## src/sv/rau_pkg.sv

```systemverilog
// rau_pkg: shared types and constants for the rational arithmetic unit.
// No dependencies; compiled first.
package rau_pkg;

	localparam int OPERAND_BITS_DEF = 16;
	localparam int RES_NUM_BITS     = 32;
	localparam int RES_DEN_BITS     = 31;

	typedef enum logic [1:0] {
		KIND_ADD = 2'd0,
		KIND_SUB = 2'd1,
		KIND_MUL = 2'd2,
		KIND_DIV = 2'd3
	} kind_t;

	// Status from the GCD engine to the top level.
	typedef struct packed {
		logic done;  // one-cycle pulse, GCD value is valid from here on
		logic odd;   // GCD sits at an odd place of the remainder chain
	} gcd_stat_t;

endpackage

```

## src/sv/rau_in_if.sv

```systemverilog
// rau_in_if: operation channel (valid/ready plus operand payload).
// Depends on rau_pkg.
interface rau_in_if #(
	parameter int OPERAND_BITS = rau_pkg::OPERAND_BITS_DEF
);
	import rau_pkg::*;

	logic                    valid;
	logic                    ready;
	kind_t                   kind;
	logic [OPERAND_BITS-1:0] a_num;
	logic [OPERAND_BITS-1:0] a_den;
	logic [OPERAND_BITS-1:0] b_num;
	logic [OPERAND_BITS-1:0] b_den;

	modport source (output valid, kind, a_num, a_den, b_num, b_den, input ready);
	modport sink   (input valid, kind, a_num, a_den, b_num, b_den, output ready);

endinterface

```

## src/sv/rau_out_if.sv

```systemverilog
// rau_out_if: result channel (valid/ready plus reduced fraction and error flag).
// Depends on rau_pkg.
interface rau_out_if;
	import rau_pkg::*;

	logic                    valid;
	logic                    ready;
	logic [RES_NUM_BITS-1:0] res_num;
	logic [RES_DEN_BITS-1:0] res_den;
	logic                    error;

	modport source (output valid, res_num, res_den, error, input ready);
	modport sink   (input valid, res_num, res_den, error, output ready);

endinterface

```

## src/sv/rau_mul.sv

```systemverilog
// rau_mul: unsigned shift-add multiplier, one multiplier bit per cycle.
// Depends on rau_pkg.
module rau_mul #(
	parameter int W = rau_pkg::OPERAND_BITS_DEF
) (
	input  logic           clk,
	input  logic           arst_n,
	input  logic           start,
	input  logic [W-1:0]   a,
	input  logic [W-1:0]   b,
	output logic [2*W-1:0] prod,
	output logic           done
);
	import rau_pkg::*;

	localparam int PW = 2 * W;
	localparam int CW = $clog2(W + 1);

	logic [PW-1:0] mc_q;
	logic [W-1:0]  mp_q;
	logic [PW-1:0] acc_q;
	logic [CW-1:0] cnt_q;
	logic          busy_q;
	logic          done_q;

	always_ff @(posedge clk or negedge arst_n) begin
		if (!arst_n) begin
			busy_q <= 1'b0;
			done_q <= 1'b0;
			cnt_q  <= '0;
		end else begin
			// pulse as busy falls, once the last step is registered
			done_q <= !start && busy_q && (cnt_q == CW'(1));
			if (start) begin
				busy_q <= 1'b1;
				cnt_q  <= CW'(W);
			end else if (busy_q) begin
				cnt_q <= cnt_q - 1'b1;
				if (cnt_q == CW'(1)) begin
					busy_q <= 1'b0;
				end
			end
		end
	end

	// multiplicand shifts up, multiplier shifts out at the bottom
	always_ff @(posedge clk) begin
		if (start) begin
			mc_q  <= {{W{1'b0}}, a};
			mp_q  <= b;
			acc_q <= '0;
		end else if (busy_q) begin
			if (mp_q[0]) begin
				acc_q <= acc_q + mc_q;
			end
			mc_q <= {mc_q[PW-2:0], 1'b0};
			mp_q <= {1'b0, mp_q[W-1:1]};
		end
	end

	assign prod = acc_q;
	assign done = done_q;

endmodule

```

## src/sv/rau_gcd.sv

```systemverilog
// rau_gcd: Euclidean GCD on magnitudes; each remainder is found by aligning
// the divisor one bit per cycle, then shift-subtracting back down.
// Depends on rau_pkg (gcd_stat_t).
module rau_gcd #(
	parameter int W = rau_pkg::OPERAND_BITS_DEF
) (
	input  logic                clk,
	input  logic                arst_n,
	input  logic                start,
	input  logic [2*W-1:0]      a,
	input  logic [2*W-1:0]      b,
	output logic [2*W-1:0]      g,
	output rau_pkg::gcd_stat_t  stat
);
	import rau_pkg::*;

	localparam int PW = 2 * W;
	localparam int KW = $clog2(PW);

	typedef enum logic [1:0] {
		G_IDLE,
		G_CHECK,
		G_ALIGN,
		G_SUB
	} gstate_t;

	gstate_t       state_q;
	logic [PW-1:0] x_q;
	logic [PW-1:0] y_q;
	logic [PW-1:0] d_q;
	logic [KW-1:0] k_q;
	logic          par_q;
	logic          done_q;
	logic [PW-1:0] rem;
	logic          ge;

	assign ge  = (x_q >= d_q);
	assign rem = ge ? (x_q - d_q) : x_q;

	always_ff @(posedge clk or negedge arst_n) begin
		if (!arst_n) begin
			state_q <= G_IDLE;
			x_q     <= '0;
			y_q     <= '0;
			d_q     <= '0;
			k_q     <= '0;
			par_q   <= 1'b0;
			done_q  <= 1'b0;
		end else begin
			// chain ends when the latest remainder is zero
			done_q <= !start && (state_q == G_CHECK) && (y_q == '0);
			if (start) begin
				x_q     <= a;
				y_q     <= b;
				par_q   <= 1'b1;
				state_q <= G_CHECK;
			end else begin
				case (state_q)
					G_IDLE: begin
					end
					G_CHECK: begin
						if (y_q == '0) begin
							state_q <= G_IDLE;
						end else begin
							d_q     <= y_q;
							k_q     <= '0;
							state_q <= G_ALIGN;
						end
					end
					G_ALIGN: begin
						if ({d_q, 1'b0} <= {1'b0, x_q}) begin
							d_q <= {d_q[PW-2:0], 1'b0};
							k_q <= k_q + 1'b1;
						end else begin
							state_q <= G_SUB;
						end
					end
					G_SUB: begin
						if (k_q == '0) begin
							// remainder done: shift the chain along
							x_q     <= y_q;
							y_q     <= rem;
							par_q   <= ~par_q;
							state_q <= G_CHECK;
						end else begin
							x_q <= rem;
							d_q <= {1'b0, d_q[PW-1:1]};
							k_q <= k_q - 1'b1;
						end
					end
					default: state_q <= G_IDLE;
				endcase
			end
		end
	end

	// after termination x holds the last nonzero remainder
	assign g         = x_q;
	assign stat.done = done_q;
	assign stat.odd  = ~par_q;

endmodule

```

## src/sv/rau_div.sv

```systemverilog
// rau_div: two restoring dividers sharing one divisor, one quotient bit
// per cycle each. Depends on rau_pkg.
module rau_div #(
	parameter int W = rau_pkg::OPERAND_BITS_DEF
) (
	input  logic           clk,
	input  logic           arst_n,
	input  logic           start,
	input  logic [2*W-1:0] n,
	input  logic [2*W-1:0] m,
	input  logic [2*W-1:0] dv,
	output logic [2*W-1:0] qn,
	output logic [2*W-1:0] qm,
	output logic           done
);
	import rau_pkg::*;

	localparam int PW = 2 * W;
	localparam int CW = $clog2(PW + 1);

	logic [PW-1:0] rn_q;
	logic [PW-1:0] rm_q;
	logic [PW-1:0] qn_q;
	logic [PW-1:0] qm_q;
	logic [PW-1:0] dv_q;
	logic [CW-1:0] cnt_q;
	logic          busy_q;
	logic          done_q;
	logic [PW:0]   tn;
	logic [PW:0]   tm;
	logic [PW:0]   sn;
	logic [PW:0]   sm;
	logic          bn;
	logic          bm;

	assign tn = {rn_q, qn_q[PW-1]};
	assign tm = {rm_q, qm_q[PW-1]};
	assign bn = (tn >= {1'b0, dv_q});
	assign bm = (tm >= {1'b0, dv_q});
	assign sn = tn - {1'b0, dv_q};
	assign sm = tm - {1'b0, dv_q};

	always_ff @(posedge clk or negedge arst_n) begin
		if (!arst_n) begin
			busy_q <= 1'b0;
			done_q <= 1'b0;
			cnt_q  <= '0;
		end else begin
			// pulse as busy falls, once the last step is registered
			done_q <= !start && busy_q && (cnt_q == CW'(1));
			if (start) begin
				busy_q <= 1'b1;
				cnt_q  <= CW'(PW);
			end else if (busy_q) begin
				cnt_q <= cnt_q - 1'b1;
				if (cnt_q == CW'(1)) begin
					busy_q <= 1'b0;
				end
			end
		end
	end

	// dividend bits leave at the top, quotient bits enter at the bottom
	always_ff @(posedge clk) begin
		if (start) begin
			rn_q <= '0;
			rm_q <= '0;
			qn_q <= n;
			qm_q <= m;
			dv_q <= dv;
		end else if (busy_q) begin
			rn_q <= bn ? sn[PW-1:0] : tn[PW-1:0];
			rm_q <= bm ? sm[PW-1:0] : tm[PW-1:0];
			qn_q <= {qn_q[PW-2:0], bn};
			qm_q <= {qm_q[PW-2:0], bm};
		end
	end

	assign qn   = qn_q;
	assign qm   = qm_q;
	assign done = done_q;

endmodule

```

## src/sv/rational_arith_unit.sv

```systemverilog
// rational_arith_unit: top level, one fraction operation per transfer.
// Depends on rau_pkg, rau_in_if, rau_out_if, rau_mul, rau_gcd, rau_div.
//
// Takes one operation (add, subtract, multiply, divide) on two fractions per
// input transfer and returns one reduced fraction per output transfer. Work is
// bit-serial: three shift-add multipliers form the cross products, the SUM and
// SIGN states combine signs and take magnitudes, the GCD engine runs Euclid,
// aligning the divisor and shift-subtracting for each remainder until it sees
// a zero remainder, and two shared-divisor restoring dividers reduce numerator
// and denominator. The time an item takes is set mostly by the length of the
// remainder chain in the GCD engine; an error item skips GCD and division.
// One item is in flight at a time; a finished result sits in the output
// register, and the next item is taken as soon as the computation has been
// handed to it.
// The GCD follows a truncating remainder, so its sign alternates along the
// chain; that sign lands on the numerator or the denominator and is not
// normalized. A zero unreduced denominator (which covers dividing by a zero
// fraction and 0/0) gives error = 1 with a 0/0 result. Results wider than the
// output fields wrap.
module rational_arith_unit #(
	parameter int OPERAND_BITS = rau_pkg::OPERAND_BITS_DEF
) (
	input  logic clk,
	input  logic arst_n,
	rau_in_if.sink    item,
	rau_out_if.source result
);
	import rau_pkg::*;

	localparam int W  = OPERAND_BITS;
	localparam int PW = 2 * W;       // product magnitude width
	localparam int SW = PW + 1;      // signed sum width
	localparam int XW = (PW + 1 > RES_NUM_BITS) ? PW + 1 : RES_NUM_BITS;

	typedef enum logic [2:0] {
		ST_IDLE,
		ST_MUL,
		ST_SUM,
		ST_SIGN,
		ST_GCD,
		ST_DIV,
		ST_FIN
	} state_t;

	state_t state_q;

	// captured operands
	kind_t         kind_q;
	logic [W-1:0]  an_q;
	logic [W-1:0]  ad_q;
	logic [W-1:0]  bn_q;
	logic [W-1:0]  bd_q;

	// signed unreduced fraction, then sign/magnitude form
	logic [SW-1:0] num_q;
	logic [SW-1:0] den_q;
	logic [PW-1:0] nmag_q;
	logic [PW-1:0] dmag_q;
	logic          sn_q;
	logic          sd_q;
	logic          err_q;

	logic          mul_start_q;
	logic          gcd_start_q;
	logic          div_start_q;

	// output register
	logic                    out_valid_q;
	logic [RES_NUM_BITS-1:0] res_num_q;
	logic [RES_DEN_BITS-1:0] res_den_q;
	logic                    res_err_q;

	// operand magnitudes
	logic [W-1:0]  an_mag;
	logic [W-1:0]  ad_mag;
	logic [W-1:0]  bn_mag;
	logic [W-1:0]  bd_mag;
	logic [W-1:0]  m0_b;
	logic          is_mul;

	logic [PW-1:0] p0;
	logic [PW-1:0] p1;
	logic [PW-1:0] p2;
	logic          d0;
	logic          d1;
	logic          d2;

	logic [SW-1:0] v0;
	logic [SW-1:0] v1;
	logic [SW-1:0] v2;
	logic [SW-1:0] num_n;
	logic [SW-1:0] den_n;
	logic [SW-1:0] num_neg;
	logic [SW-1:0] den_neg;

	logic [PW-1:0] g;
	gcd_stat_t     gstat;
	logic [PW-1:0] qn;
	logic [PW-1:0] qd;
	logic          div_done;

	logic          flip;
	logic [XW-1:0] qn_x;
	logic [XW-1:0] qd_x;
	logic [XW-1:0] rn_x;
	logic [XW-1:0] rd_x;

	assign an_mag = an_q[W-1] ? (~an_q + 1'b1) : an_q;
	assign ad_mag = ad_q[W-1] ? (~ad_q + 1'b1) : ad_q;
	assign bn_mag = bn_q[W-1] ? (~bn_q + 1'b1) : bn_q;
	assign bd_mag = bd_q[W-1] ? (~bd_q + 1'b1) : bd_q;
	assign is_mul = (kind_q == KIND_MUL);
	assign m0_b   = is_mul ? bn_mag : bd_mag;

	// p0 = an * (bn for multiply, else bd); p1 = bn * ad; p2 = ad * bd
	rau_mul #(.W(W)) u_mul0 (
		.clk(clk), .arst_n(arst_n), .start(mul_start_q),
		.a(an_mag), .b(m0_b), .prod(p0), .done(d0)
	);
	rau_mul #(.W(W)) u_mul1 (
		.clk(clk), .arst_n(arst_n), .start(mul_start_q),
		.a(bn_mag), .b(ad_mag), .prod(p1), .done(d1)
	);
	rau_mul #(.W(W)) u_mul2 (
		.clk(clk), .arst_n(arst_n), .start(mul_start_q),
		.a(ad_mag), .b(bd_mag), .prod(p2), .done(d2)
	);

	// put the operand signs back on the products
	always_comb begin
		logic s0;
		logic s1;
		logic s2;
		s0 = an_q[W-1] ^ (is_mul ? bn_q[W-1] : bd_q[W-1]);
		s1 = bn_q[W-1] ^ ad_q[W-1];
		s2 = ad_q[W-1] ^ bd_q[W-1];
		v0 = s0 ? (SW'(0) - {1'b0, p0}) : {1'b0, p0};
		v1 = s1 ? (SW'(0) - {1'b0, p1}) : {1'b0, p1};
		v2 = s2 ? (SW'(0) - {1'b0, p2}) : {1'b0, p2};
		case (kind_q)
			KIND_ADD: begin
				num_n = v0 + v1;
				den_n = v2;
			end
			KIND_SUB: begin
				num_n = v0 - v1;
				den_n = v2;
			end
			KIND_MUL: begin
				num_n = v0;
				den_n = v2;
			end
			default: begin
				num_n = v0;
				den_n = v1;
			end
		endcase
	end

	assign num_neg = SW'(0) - num_q;
	assign den_neg = SW'(0) - den_q;

	rau_gcd #(.W(W)) u_gcd (
		.clk(clk), .arst_n(arst_n), .start(gcd_start_q),
		.a(nmag_q), .b(dmag_q), .g(g), .stat(gstat)
	);

	rau_div #(.W(W)) u_div (
		.clk(clk), .arst_n(arst_n), .start(div_start_q),
		.n(nmag_q), .m(dmag_q), .dv(g),
		.qn(qn), .qm(qd), .done(div_done)
	);

	// GCD carries the denominator's sign at odd chain positions, the
	// numerator's at even ones; the other field takes the sign product.
	assign flip = sn_q ^ sd_q;
	assign qn_x = {{(XW-PW){1'b0}}, qn};
	assign qd_x = {{(XW-PW){1'b0}}, qd};
	assign rn_x = (flip && gstat.odd)  ? (XW'(0) - qn_x) : qn_x;
	assign rd_x = (flip && !gstat.odd) ? (XW'(0) - qd_x) : qd_x;

	always_ff @(posedge clk or negedge arst_n) begin
		if (!arst_n) begin
			state_q     <= ST_IDLE;
			mul_start_q <= 1'b0;
			gcd_start_q <= 1'b0;
			div_start_q <= 1'b0;
			out_valid_q <= 1'b0;
		end else begin
			// one-cycle start pulses for the serial units
			mul_start_q <= (state_q == ST_IDLE) && item.valid;
			gcd_start_q <= (state_q == ST_SIGN) && (den_q != '0);
			div_start_q <= (state_q == ST_GCD) && gstat.done;
			// a waiting result leaves unless FIN reloads the register
			if (out_valid_q && result.ready && state_q != ST_FIN) begin
				out_valid_q <= 1'b0;
			end
			case (state_q)
				ST_IDLE: begin
					if (item.valid) begin
						state_q <= ST_MUL;
					end
				end
				ST_MUL: begin
					if (d0 && d1 && d2) begin
						state_q <= ST_SUM;
					end
				end
				ST_SUM: begin
					state_q <= ST_SIGN;
				end
				ST_SIGN: begin
					if (den_q == '0) begin
						state_q <= ST_FIN;
					end else begin
						state_q <= ST_GCD;
					end
				end
				ST_GCD: begin
					if (gstat.done) begin
						state_q <= ST_DIV;
					end
				end
				ST_DIV: begin
					if (div_done) begin
						state_q <= ST_FIN;
					end
				end
				ST_FIN: begin
					// wait for the output register to free up
					if (!out_valid_q || result.ready) begin
						out_valid_q <= 1'b1;
						state_q     <= ST_IDLE;
					end
				end
				default: state_q <= ST_IDLE;
			endcase
		end
	end

	// datapath registers, steered by the state
	always_ff @(posedge clk) begin
		if (state_q == ST_IDLE && item.valid) begin
			kind_q <= item.kind;
			an_q   <= item.a_num;
			ad_q   <= item.a_den;
			bn_q   <= item.b_num;
			bd_q   <= item.b_den;
		end
		if (state_q == ST_SUM) begin
			num_q <= num_n;
			den_q <= den_n;
		end
		if (state_q == ST_SIGN) begin
			sn_q   <= num_q[SW-1];
			sd_q   <= den_q[SW-1];
			nmag_q <= num_q[SW-1] ? num_neg[PW-1:0] : num_q[PW-1:0];
			dmag_q <= den_q[SW-1] ? den_neg[PW-1:0] : den_q[PW-1:0];
			err_q  <= (den_q == '0);
		end
		if (state_q == ST_FIN && (!out_valid_q || result.ready)) begin
			if (err_q) begin
				res_num_q <= '0;
				res_den_q <= '0;
				res_err_q <= 1'b1;
			end else begin
				res_num_q <= rn_x[RES_NUM_BITS-1:0];
				res_den_q <= rd_x[RES_DEN_BITS-1:0];
				res_err_q <= 1'b0;
			end
		end
	end

	assign item.ready     = (state_q == ST_IDLE);
	assign result.valid   = out_valid_q;
	assign result.res_num = res_num_q;
	assign result.res_den = res_den_q;
	assign result.error   = res_err_q;

endmodule
```

## src/flat_wrapper.sv

```systemverilog
// flat-port wrapper written by rule: the top's interface ports become plain ports
module rational_arith_unit_flat import rau_pkg::*;
#(
	parameter int OPERAND_BITS = rau_pkg::OPERAND_BITS_DEF
)
  (clk, arst_n, item_valid, item_kind, item_a_num, item_a_den, item_b_num, item_b_den, item_ready, result_valid, result_res_num, result_res_den, result_error, result_ready);
  rau_in_if #(.OPERAND_BITS(OPERAND_BITS)) item_i ();
  rau_out_if result_i ();
  input  logic clk;
  input  logic arst_n;
  input wire logic [$bits(item_i.valid)-1:0] item_valid;
  input wire logic [$bits(item_i.kind)-1:0] item_kind;
  input wire logic [$bits(item_i.a_num)-1:0] item_a_num;
  input wire logic [$bits(item_i.a_den)-1:0] item_a_den;
  input wire logic [$bits(item_i.b_num)-1:0] item_b_num;
  input wire logic [$bits(item_i.b_den)-1:0] item_b_den;
  output wire logic [$bits(item_i.ready)-1:0] item_ready;
  output wire logic [$bits(result_i.valid)-1:0] result_valid;
  output wire logic [$bits(result_i.res_num)-1:0] result_res_num;
  output wire logic [$bits(result_i.res_den)-1:0] result_res_den;
  output wire logic [$bits(result_i.error)-1:0] result_error;
  input wire logic [$bits(result_i.ready)-1:0] result_ready;
  assign item_i.valid = item_valid;
  assign item_i.kind = item_kind;
  assign item_i.a_num = item_a_num;
  assign item_i.a_den = item_a_den;
  assign item_i.b_num = item_b_num;
  assign item_i.b_den = item_b_den;
  assign item_ready = item_i.ready;
  assign result_valid = result_i.valid;
  assign result_res_num = result_i.res_num;
  assign result_res_den = result_i.res_den;
  assign result_error = result_i.error;
  assign result_i.ready = result_ready;
  rational_arith_unit #(.OPERAND_BITS(OPERAND_BITS)) u_core (.clk(clk), .arst_n(arst_n), .item(item_i), .result(result_i));
endmodule
```

## config.mk

```make
export PLATFORM = sky130hd
export DESIGN_NAME = rational_arith_unit_flat
export DESIGN_NICKNAME = d
export VERILOG_FILES = /design/src/sv/rau_pkg.sv /design/src/sv/rau_in_if.sv /design/src/sv/rau_out_if.sv /design/src/sv/rau_mul.sv /design/src/sv/rau_gcd.sv /design/src/sv/rau_div.sv /design/src/sv/rational_arith_unit.sv /design/src/flat_wrapper.sv
export SDC_FILE = /design/constraint.sdc
export NUM_CORES = 2
export LEC_CHECK = 0
export BUFFER_PORTS_ARGS = -buffer_cell sky130_fd_sc_hd__buf_4
export CORE_ASPECT_RATIO = 0.5
export CORE_MARGIN = 8
export CORE_UTILIZATION = 35
export CTS_CLUSTER_DIAMETER = 100
export DETAILED_ROUTE_END_ITERATION = 10
export SYNTH_ARGS = -nofsm -noshare
export SYNTH_HDL_FRONTEND = slang
export SYNTH_SLANG_ARGS = --single-unit
export TNS_END_PERCENT = 30
```

## constraint.sdc

```tcl
create_clock -name clk -period 6.9 [get_ports clk]
set_input_delay 1.035 -clock clk [delete_from_list [all_inputs] [get_ports clk]]
set_output_delay 1.035 -clock clk [all_outputs]
set_load 0.02 [all_outputs]
```

==> out/metrics.yaml <==
port_buffers: 135
slew_headroom_pct: 24.3
run_status: "completed"
die_h_um: 285
path_delay_family: "compound AO/OA/AOI/OAI gates"
cp_common_cell: "nand3_1"
reg2reg_depth: 20
drc: 0
path_clk_slew_ns: 0.07
critPathKind: "reg2reg"
grt_setup_unrepaired: "false"
seqPwrFrac_pct: 35.1
syn_nets: 5784
ys_seq_elements: 804
grt_util_met2_pct: 27.8
dr.pass1.iters: 6
post-place-ws_ns: 1.07
report.final.slew_viol_count: 0
crit_chain: "xor2_1 > buf_4 > mux2_2 > or4b_1 > a211o_1 > nor3_1 > and3_1 > nand3_1 > o21ai_0 > xnor2_1 > ha_1 > a21oi_1 > nor2b_1 > o41a_1 > o2111ai_1 > a31oi_1 > o211ai_1 > nand3_1 > mux2_1 > and4_1"
ys_async_sr_fraction_pct: 17.5
synth_ff_type: "edfxtp_1"
maxCapViolations: 0
synthDistinctLibCells: 90
yosys_warnings: 0
end_kind: "flip-flop"
synth.most_common_cell: "nand2_1"
first_global_vias: 38118
core_region_area_um2: 143000
r2r-start: "u_core.bn_q[15]$_DFFE_PP_"
synth.avg_cell_area_um2: 9.32
yosysTopAreaCellShare_pct: 27.0
clock_sinks: 804
use_met1_pct: 23.8
synth_common_cells: "529 x nand2_1, 483 x nor2_1, 475 x a21oi_1"
ff2ff_setup_slack_ns: 0.96
p_sw_share_pct: 38.1
cts_hold_buffers: 0
rr_endpoint: "u_core.num_q[32]$_DFFE_PP_"
synth_enable_flop_cells: 455
io_pins: 136
htreeDepth: 3
crit_path_start_kind: "flip-flop"
cts_resized: 0
fin_crit_ns: 5.94
period_share_pct: 86.1
comb_power_share_pct: 41.1
netlist_area_um2: 50600
yosys.area.top_type: "edfxtp_1"
fmax_mhz: 168
pwr-share-clk_pct: 23.8
setup-violations-final: 0
p_int_mw: 12.3
nets: 5805
synth_cells: 5426
worst-path-buf-inv: 1
wl_um: 140000
cp_max_fo: 22
start_util_pct: 35.3
tns_ns: 0
worstPathRequired_ns: 7.33
slowest_stage: "or4b_1"
clock_latency_ns: 0.69
dieArea_um2: 158000
place.gp.congestion: 0.922
vias_per_cell: 5.40
overflow: 0
grt_pass1_wl_um: 220000
synth.area.top_cells: "edfxtp_1 27%, dfxtp_1 8.2%, dfrtp_1 7.0%"
vias: 40018
max-vdd-ir-drop_mv: 0.197
die_w_um: 554
finClkSkew_ns: 0.0270
grt_max_degree: 97
grt.total_usage_pct: 17.1
place_hpwl_um: 104000
worst_slew_pin_slew_ns: 1.14
grt_busiest_layer: "met2"
power.switching_mw: 7.59
worst_path_largest_cell_delay_ns: 0.55
p_per_area_nw_per_um2: 354
hold_violations: 0
cts_tree: "yes"
drt-initial-drc-count: 3147
met3_usage_pct: 2.95
ys_seq_area_share_pct: 42.2
avgRoutedWirePerCell_um: 18.8
cts_setup_buffers: 0
ctsRootBufferMaster: "clkbuf_16"
cp.arrival_ns: 6.37
cts_buffer_depth: 3
worst_slack_ns: 0.959
syn2layout_area_growth_pct: 11.3
fill_cells: 14323
drive_gt1_share_pct: 8.50
floorplan.rows: 98
hold_class: "in2async"
p_leak_nw: 22.1
antenna_found_initial: 8
cts_buffers: 84
drtAntennaViolNets: 0
-- worst max path at each step --
stage | startpoint | endpoint | slack (ns) | cells past startpoint
global placement | u_core.bn_q[15]$_DFFE_PP_ | u_core.num_q[32]$_DFFE_PP_ | 1.07 | 20
detailed placement | u_core.bn_q[15]$_DFFE_PP_ | u_core.num_q[32]$_DFFE_PP_ | 1.07 | 20
global route | u_core.bn_q[15]$_DFFE_PP_ | u_core.num_q[32]$_DFFE_PP_ | 0.60 | 20
floorplan | u_core.state_q[1]$_DFFE_PN0P_ | u_core.den_q[0]$_DFFE_PP_ | 0.89 | 2
finish | u_core.bn_q[15]$_DFFE_PP_ | u_core.num_q[32]$_DFFE_PP_ | 0.96 | 20
CTS | u_core.bn_q[15]$_DFFE_PP_ | u_core.num_q[32]$_DFFE_PP_ | 1.03 | 20
-- cell type report --
class	count	area [um2]	share of cell area [%]
antenna	1	2.50	0.00445
clock buffer	111	2320	4.12
clock inverter	44	483	0.858
inverter	222	833	1.48
multi-input combinational	4149	27500	48.9
sequential	804	21400	38.0
tap	1900	2380	4.22
timing repair buffer	186	1400	2.49
-- placed cells by master (no fill, tap or decap), types with 88 or more instances in the layout --
master | netlist | final
a211oi_1 | 103 | 103
a21o_1 | 130 | 130
a21oi_1 | 475 | 475
buf_4 | 0 | 185
clkbuf_16 | 0 | 88
dfrtp_1 | 141 | 135
dfxtp_1 | 208 | 208
edfxtp_1 | 455 | 455
ha_1 | 280 | 280
inv_1 | 218 | 216
mux2_2 | 98 | 98
mux2i_1 | 151 | 151
nand2_1 | 529 | 527
nand3_1 | 127 | 127
nor2_1 | 483 | 482
nor3_1 | 91 | 91
o21ai_0 | 354 | 354
xnor2_1 | 284 | 282
xor2_1 | 170 | 170
-- registers in the layout, summed over array words and instances, names as in the netlist, 31 cells and up --
signal and count:
u_core.u_mul2.mc_q 32, u_core.u_div.dv_q 32, u_core.u_div.qn 32, u_core.u_mul1.prod 32, u_core.den_q 33, u_core.u_mul1.mc_q 32
u_core.u_mul2.prod 32, u_core.u_div.rn_q 32, u_core.u_div.qm 32, u_core.u_mul0.prod 32, u_core.u_mul0.mc_q 32, u_core.num_q 33
u_core.dmag_q 32, u_core.nmag_q 32, u_core.u_gcd.y_q 32, u_core.result.res_den 31, u_core.u_gcd.d_q 32, u_core.u_div.rm_q 32
u_core.u_gcd.g 32, u_core.result.res_num 32
-- metrics by stage --
stage	cell area [um2]	instances	hold slack, ns	utilization, %	power (mW)
after global placement	53500	7261	0.473	37.3	15.2
after floorplan	50600	5426	0.424	-	13.2
final	56300	7417	0.410	39.3	19.9
after global routing	56300	7416	0.463	39.3	21.4
after CTS	56300	7416	0.421	39.3	20.0
after detailed placement	53500	7261	0.484	37.3	15.2
-- routing by layer --
layer / vias to the layer above / part of all wire (%)
met5: - / 0.049
met4: 10 / 2.4
met3: 179 / 5.3
met2: 921 / 45
met1: 19041 / 47
li1: 19867 / -
-- power groups by stage --
stage	sequential [mW]	combinational [mW]	clock (mW)
6_report	7.00	8.18	4.75
3_5_place_dp	7.08	8.12	0
5_1_grt	7.11	9.25	5.05
4_1_cts	6.99	8.16	4.88
2_1_floorplan	6.67	6.56	0
3_3_place_gp	7.08	8.11	0
-- logic make-up (layout without fill, tap and decap cells) --
group | Yosys count | count (layout) | synth area share [%]
AND/OR/NAND/NOR | 1664 | 1664 | 15.5
XOR/XNOR | 456 | 456 | 7.93
other | 0 | 1 | 0
multiplexers | 250 | 250 | 5.19
buffers and inverters | 473 | 563 | 3.53
adder cells (fa/ha/maj) | 288 | 288 | 7.24
flip-flops | 804 | 804 | 42.2
AO/OA/AOI/OAI | 1491 | 1491 | 18.3
Power figures use the tool's default switching activity.
